`config.mk`:
```
export PLATFORM = sky130hd
export DESIGN_NAME = chm_ctrl
export DESIGN_NICKNAME = d
export VERILOG_FILES = /design/src/rtl/chained_int_hash_map_unit_defines.svh /design/src/rtl/chm_pkg.sv /design/src/rtl/chm_ctrl.sv
export SDC_FILE = /design/constraint.sdc
export NUM_CORES = 1
export LEC_CHECK = 0
export ABC_AREA = 1
export BUFFER_PORTS_ARGS = -buffer_cell sky130_fd_sc_hd__buf_2
export CORE_MARGIN = 4
export CORE_UTILIZATION = 24
export CTS_CLUSTER_DIAMETER = 80
export DETAILED_ROUTE_END_ITERATION = 7
export PLACE_DENSITY = 0.55
export SLEW_MARGIN = 5
export SYNTH_ARGS = -nofsm -noshare
export SYNTH_HDL_FRONTEND = slang
export SYNTH_SLANG_ARGS = --single-unit
```
`constraint.sdc`:
```
create_clock -name clk -period 1.4 [get_ports clk]
set_input_delay 0.28 -clock clk [delete_from_list [all_inputs] [get_ports clk]]
set_output_delay 0.28 -clock clk [all_outputs]
set_load 0.02 [all_outputs]
```
`src/rtl/chained_int_hash_map_unit_defines.svh`:
```
// Assertion macros for the chained hash map unit.
// Used by the top level only.
`ifndef CHAINED_INT_HASH_MAP_UNIT_DEFINES_SVH
`define CHAINED_INT_HASH_MAP_UNIT_DEFINES_SVH
`ifndef NO_ASSERTIONS
`define CHM_ASSERT_IMPL(label, clk, rst_n, ante, cons) \
    label: assert property (@(posedge clk) disable iff (!rst_n) (ante) |-> (cons)) \
    else $error("assertion failed");
`define CHM_ASSERT_NEXT(label, clk, rst_n, ante, cons) \
    label: assert property (@(posedge clk) disable iff (!rst_n) (ante) |=> (cons)) \
    else $error("assertion failed");
`else
`define CHM_ASSERT_IMPL(label, clk, rst_n, ante, cons)
`define CHM_ASSERT_NEXT(label, clk, rst_n, ante, cons)
`endif
`endif

```
`src/rtl/chm_pkg.sv`:
```
// Package for the chained hash map unit: codes, widths, command structs.
// No dependencies.
`default_nettype none
package chm_pkg;
    localparam int MAX_BUCKETS_DEF = 1024;
    localparam int POOL_NODES_DEF  = 4096;
    localparam int CFG_W = 11;
    localparam logic [CFG_W-1:0] BUCKET_COUNT_RST = 11'd1024;

    localparam logic [1:0] REQ_LOOKUP = 2'd0;
    localparam logic [1:0] REQ_SET    = 2'd1;
    localparam logic [1:0] REQ_ACCUM  = 2'd2;
    localparam logic [1:0] REQ_CLEAR  = 2'd3;

    localparam logic [2:0] ST_UPDATED  = 3'd0;
    localparam logic [2:0] ST_INSERTED = 3'd1;
    localparam logic [2:0] ST_FULL     = 3'd2;
    localparam logic [2:0] ST_FOUND    = 3'd3;
    localparam logic [2:0] ST_MISSING  = 3'd4;
    localparam logic [2:0] ST_CLEARED  = 3'd5;

    // controller -> datapath
    typedef struct packed {
        logic load;       // capture request, start modulo
        logic mod_step;   // one restoring-division step
        logic head_rd;    // read bucket head and valid word
        logic node_rd;    // read node at walk index
        logic walk_adv;   // take link / head as walk index
        logic do_update;  // write value of found node
        logic do_insert;  // write new node and bucket head
        logic do_clear;   // restart the valid word sweep, empty the pool
        logic out_load;   // load result register
    } chm_cmd_t;

    // datapath -> controller
    typedef struct packed {
        logic mod_done;
        logic bkt_valid;
        logic walk_end;
        logic key_hit;
        logic pool_full;
        logic clr_done;   // valid sweep finished (after reset or clear)
        logic [1:0] req;
    } chm_sts_t;
endpackage
`default_nettype wire

```
`src/rtl/chm_ctrl.sv`:
```
// Controller FSM sequencing modulo, chain walk, update and output.
// Depends on chm_pkg.
`default_nettype none
module chm_ctrl (
    input  wire logic clk,
    input  wire logic rst_n,
    input  wire logic in_valid,
    output logic in_ready,
    output logic out_valid,
    input  wire logic out_ready,
    input  wire chm_pkg::chm_sts_t sts,
    output chm_pkg::chm_cmd_t cmd
);
    typedef enum logic [8:0] {
        S_IDLE  = 9'b000000001,
        S_DISP  = 9'b000000010,
        S_MOD   = 9'b000000100,
        S_HEAD  = 9'b000001000,
        S_ADV   = 9'b000010000,
        S_READ  = 9'b000100000,
        S_CMP   = 9'b001000000,
        S_CLR   = 9'b010000000,
        S_OUT   = 9'b100000000
    } state_t;

    state_t state_reg, state_next;
    logic   ovalid_reg, ovalid_next;

    // result register parts the two sides; ready in idle only, after the sweep
    assign in_ready  = (state_reg == S_IDLE) && sts.clr_done;
    assign out_valid = ovalid_reg;

    always_comb
    begin
        state_next  = state_reg;
        ovalid_next = ovalid_reg && !out_ready;
        cmd = '0;
        case (state_reg)
            S_IDLE:
                if (in_valid && in_ready)
                begin
                    cmd.load = 1'b1;
                    state_next = S_DISP;
                end
            S_DISP:
                if (sts.req == chm_pkg::REQ_CLEAR)
                begin
                    cmd.do_clear = 1'b1;
                    state_next = S_CLR;
                end
                else
                    state_next = S_MOD;
            S_MOD:
                if (sts.mod_done)
                begin
                    cmd.head_rd = 1'b1;
                    state_next = S_HEAD;
                end
                else
                    cmd.mod_step = 1'b1;
            S_HEAD:
                state_next = sts.bkt_valid ? S_ADV : S_OUT;
            S_ADV:
            begin
                cmd.walk_adv = 1'b1;
                state_next = S_READ;
            end
            S_READ:
                if (sts.walk_end)
                    state_next = S_OUT;
                else
                begin
                    cmd.node_rd = 1'b1;
                    state_next = S_CMP;
                end
            S_CMP:
                state_next = sts.key_hit ? S_OUT : S_ADV;
            S_CLR:
                if (sts.clr_done)
                    state_next = S_OUT;
            S_OUT:
                // wait until the result register is free
                if (!ovalid_reg || out_ready)
                begin
                    cmd.out_load = 1'b1;
                    if (sts.req inside {chm_pkg::REQ_SET, chm_pkg::REQ_ACCUM})
                    begin
                        if (sts.key_hit)
                            cmd.do_update = 1'b1;
                        else if (!sts.pool_full)
                            cmd.do_insert = 1'b1;
                    end
                    ovalid_next = 1'b1;
                    state_next  = S_IDLE;
                end
            default:
                state_next = S_IDLE;
        endcase
    end

    always_ff @(posedge clk or negedge rst_n)
    begin
        if (!rst_n)
        begin
            state_reg  <= S_IDLE;
            ovalid_reg <= 1'b0;
        end
        else
        begin
            state_reg  <= state_next;
            ovalid_reg <= ovalid_next;
        end
    end
endmodule
`default_nettype wire

```
==> out/metrics.yaml <==
sta:
  rsz0062_at_grt: "true"
  setup_viol: 15
  fin_crit_ps: 1840
  relSlewSlack_pct: 79.7
  slew_violations: 0
  hold_viol: 0
  fin_skew_ps: 13.5
  worst_pin_slew_ps: 302
  fin_crit_sh_pct: 131
  finalWorstSetupSlack_ps: -440
  fmax_ghz: 0.543
yosys:
  syn_nets: 126
  synthCells: 113
  yosys.area.top_type_share_pct: 27.6
  synthDistinctLibCells: 27
  yosys_warnings: 0
  synth_area_leaders: "dfrtp_1 28%, nand2_1 12%, inv_1 8.8%, nor2_1 6.9%, nor2_2 5.4%"
  avgSynthCellArea_um2: 7.21
  synth_seq_cells: 10
  netlist_area_um2: 815
  synth-seq-area-share_pct: 30.9
  synth_area_leader_cell: "dfrtp_1"
final_layout:
  fin_nets: 183
  layout-drive-gt1-share_pct: 58.6
  stdcell_count: 213
  largest_reg_flops: 9
  antenna_cells: 0
  areaGrowthSynthToFinish_pct: 79.4
  n_fill_cell: 324
route:
  drt_iter0_markers: 16
  drc: 0
  ant_nets: 0
  detail_route.wl_per_cell_um: 11.5
  via_per_inst: 4.23
  wl_um: 2450
  first_pass_iters: 4
  vias: 902
clock_tree:
  ctsLongestPathBuffers: 2
  numCtsBuffers: 3
  clockRootBuffer: "clkbuf_4"
  htreeDepth: 1
  clock_sinks: 10
  clkTransAtPathRegs_ps: 80
  clk_latency_ps: 270
  cts_tree: "yes"
worst_setup_path:
  reg2regPathDepth: 10
  startpoint_type: "flip-flop"
  cp_cell_sequence: "nor2_4 -> buf_6 -> nand2_4 -> nor2_8 -> nand2_4 -> nor3_4 -> buf_6"
  crit_type: "flip-flop to primary output"
  worst-path-buf-inv: 2
  r2r-start: "state_reg[6]"
  slowest_stage: "dfrtp_1"
  critPathMaxFanout: 5
  cp_slowest_stage_delay_ps: 420
  reg2reg_to: "state_reg[3]"
  reg2reg_slack_ps: -300
  endpoint_kind: "primary output"
  arrival_ps: 1560
  critPathTopFamily: "simple AND/OR/NAND/NOR gates"
  critical_path_required_ps: 1120
floorplanning:
  die_x_um: 66.3
  fp-row-count: 20
  initial_core_util_pct: 25.8
  dieArea_mm2: 0.00439
  pin_count: 23
  die_y_um: 66.3
  coreArea_mm2: 0.00315
min_path:
  hold_path_end: "state_reg[6]"
  hold_start: "sts[5]"
  hold_path_class: "primary input to flip-flop"
  hold_path_depth: 2
pwr:
  clockPowerShare_pct: 13.2
  internal_power_mw: 1.17
  total_power_mw: 2.07
  cellPowerDensity_mw_per_mm2: 1420
  p_sw_share_pct: 43.4
  p_seq_share_pct: 19.8
  p_comb_share_pct: 67.0
  peakVddDrop_mv: 0.868
  leakage_nw: 0.756
  net-switching-power_mw: 0.899
grt:
  grt_max_degree: 11
  track_usage_pct: 12.1
  gr-total-overflow: 0
  antenna_found_initial: 0
  first_global_vias: 926
  grt_pass1_wl_um: 4080
place:
  dp.cells: 196
  gp_congestion: 0.858
  place_hpwl_um: 1820
  pre_cts_slack_ps: -204
  port_buffers: 22
run_status:
  outcome: "finished, violations left"
  violations: "setup timing"
job:
  maxCapViolCount: 0
==> cell usage after synthesis <==
cell type,n
nand2_1,25
inv_1,19
nor2_1,15
dfrtp_1,9
nor2_2,7
nand3_1,5
nand3_2,4
inv_2,3
nand4_1,3
nor3_1,3
nand2_4,2
nor2_4,2
o21ai_1,2
dfstp_2,1
ha_1,1
inv_4,1
inv_6,1
nand2_2,1
nand2_8,1
nor2_8,1
nor3_2,1
nor4_2,1
o211ai_2,1
o21ai_0,1
o22ai_1,1
or2_0,1
or2_2,1
==> metal layers <==
metal  share of wire [%]  wire length (um)  track usage, %
met1                  45              1100            15.5
met2                  49              1190            20.3
met3                 5.4               132            1.02
met4                 1.1                27            5.33
met5                   0                 0               0
==> worst max-delay path by stage <==
stage | from | to | slack [ps] | depth (start not counted)
6_report | state_reg[6] | cmd[8] | -440 | 7
5_1_grt | state_reg[6] | cmd[8] | -530 | 7
4_1_cts | state_reg[3] | cmd[2] | -400 | 6
3_5_place_dp | state_reg[6] | cmd[2] | -200 | 6
3_3_place_gp | state_reg[6] | cmd[2] | -110 | 6
2_1_floorplan | state_reg[6] | cmd[2] | -70 | 5
==> layout by cell type (no fill, tap or decap), types with 2 or more instances in the layout <==
cell	n
buf_2	12
buf_4	24
buf_6	14
clkbuf_4	3
dfrtp_1	9
inv_1	18
inv_2	3
inv_6	2
nand2_1	21
nand2_2	3
nand2_4	4
nand3_1	4
nand3_2	2
nand3_4	3
nand4_1	3
nor2_1	9
nor2_2	9
nor2_4	6
nor3_1	2
nor3_4	2
o21ai_2	2
==> cells by family after synthesis <==
family                   count (synthesis)  share of synthesized area [%]
adder cells (fa/ha/maj)                  1                           1.54
flip-flops                              10                           30.9
buffers and inverters                   24                           12.0
AND/OR/NAND/NOR                         73                           51.5
AO/OA/AOI/OAI                            5                           4.15
==> per-stage QoR <==
| stage | setup TNS (ps) | area (um2) | util (%) | hold slack, ps |
|---|---|---|---|---|
| after floorplan | -67.4 | 833 | - | -15.6 |
| final | -4700 | 1460 | 46.3 | 181 |
| after global routing | -6250 | 1460 | 46.3 | 187 |
| after CTS | -3760 | 1330 | 42.0 | 185 |
| after detailed placement | -942 | 1140 | 36.1 | 162 |
| after global placement | -594 | 1140 | 36.1 | 160 |
==> power groups by stage <==
stage / clock network [mW] / logic, mW / registers, mW
2_1_floorplan: 0 / 0.609 / 0.417
3_3_place_gp: 0 / 0.953 / 0.405
3_5_place_dp: 0 / 0.965 / 0.408
4_1_cts: 0.274 / 1.14 / 0.408
5_1_grt: 0.293 / 1.50 / 0.416
6_report: 0.273 / 1.39 / 0.411
==> what timing repair did <==
item                                    4_1_cts  5_1_grt
setup buffers                                 3        9
endpoints found under the setup margin       14       17
hold buffers                                  1        0
pin swaps                                     5        4
hold endpoints to repair                      9        0
resized for setup                            34       17
==> final cells by class <==
cell class | instances | area, um2 | area share (%)
clock buffers | 4 | 36.3 | 2.48
repair buffers | 52 | 428 | 29.3
flip-flops and latches | 10 | 251 | 17.2
multi-input cells | 79 | 588 | 40.2
well taps | 44 | 55.1 | 3.77
inverters | 24 | 103 | 7.02
Note: power is estimated with default switching activity, not from simulation.
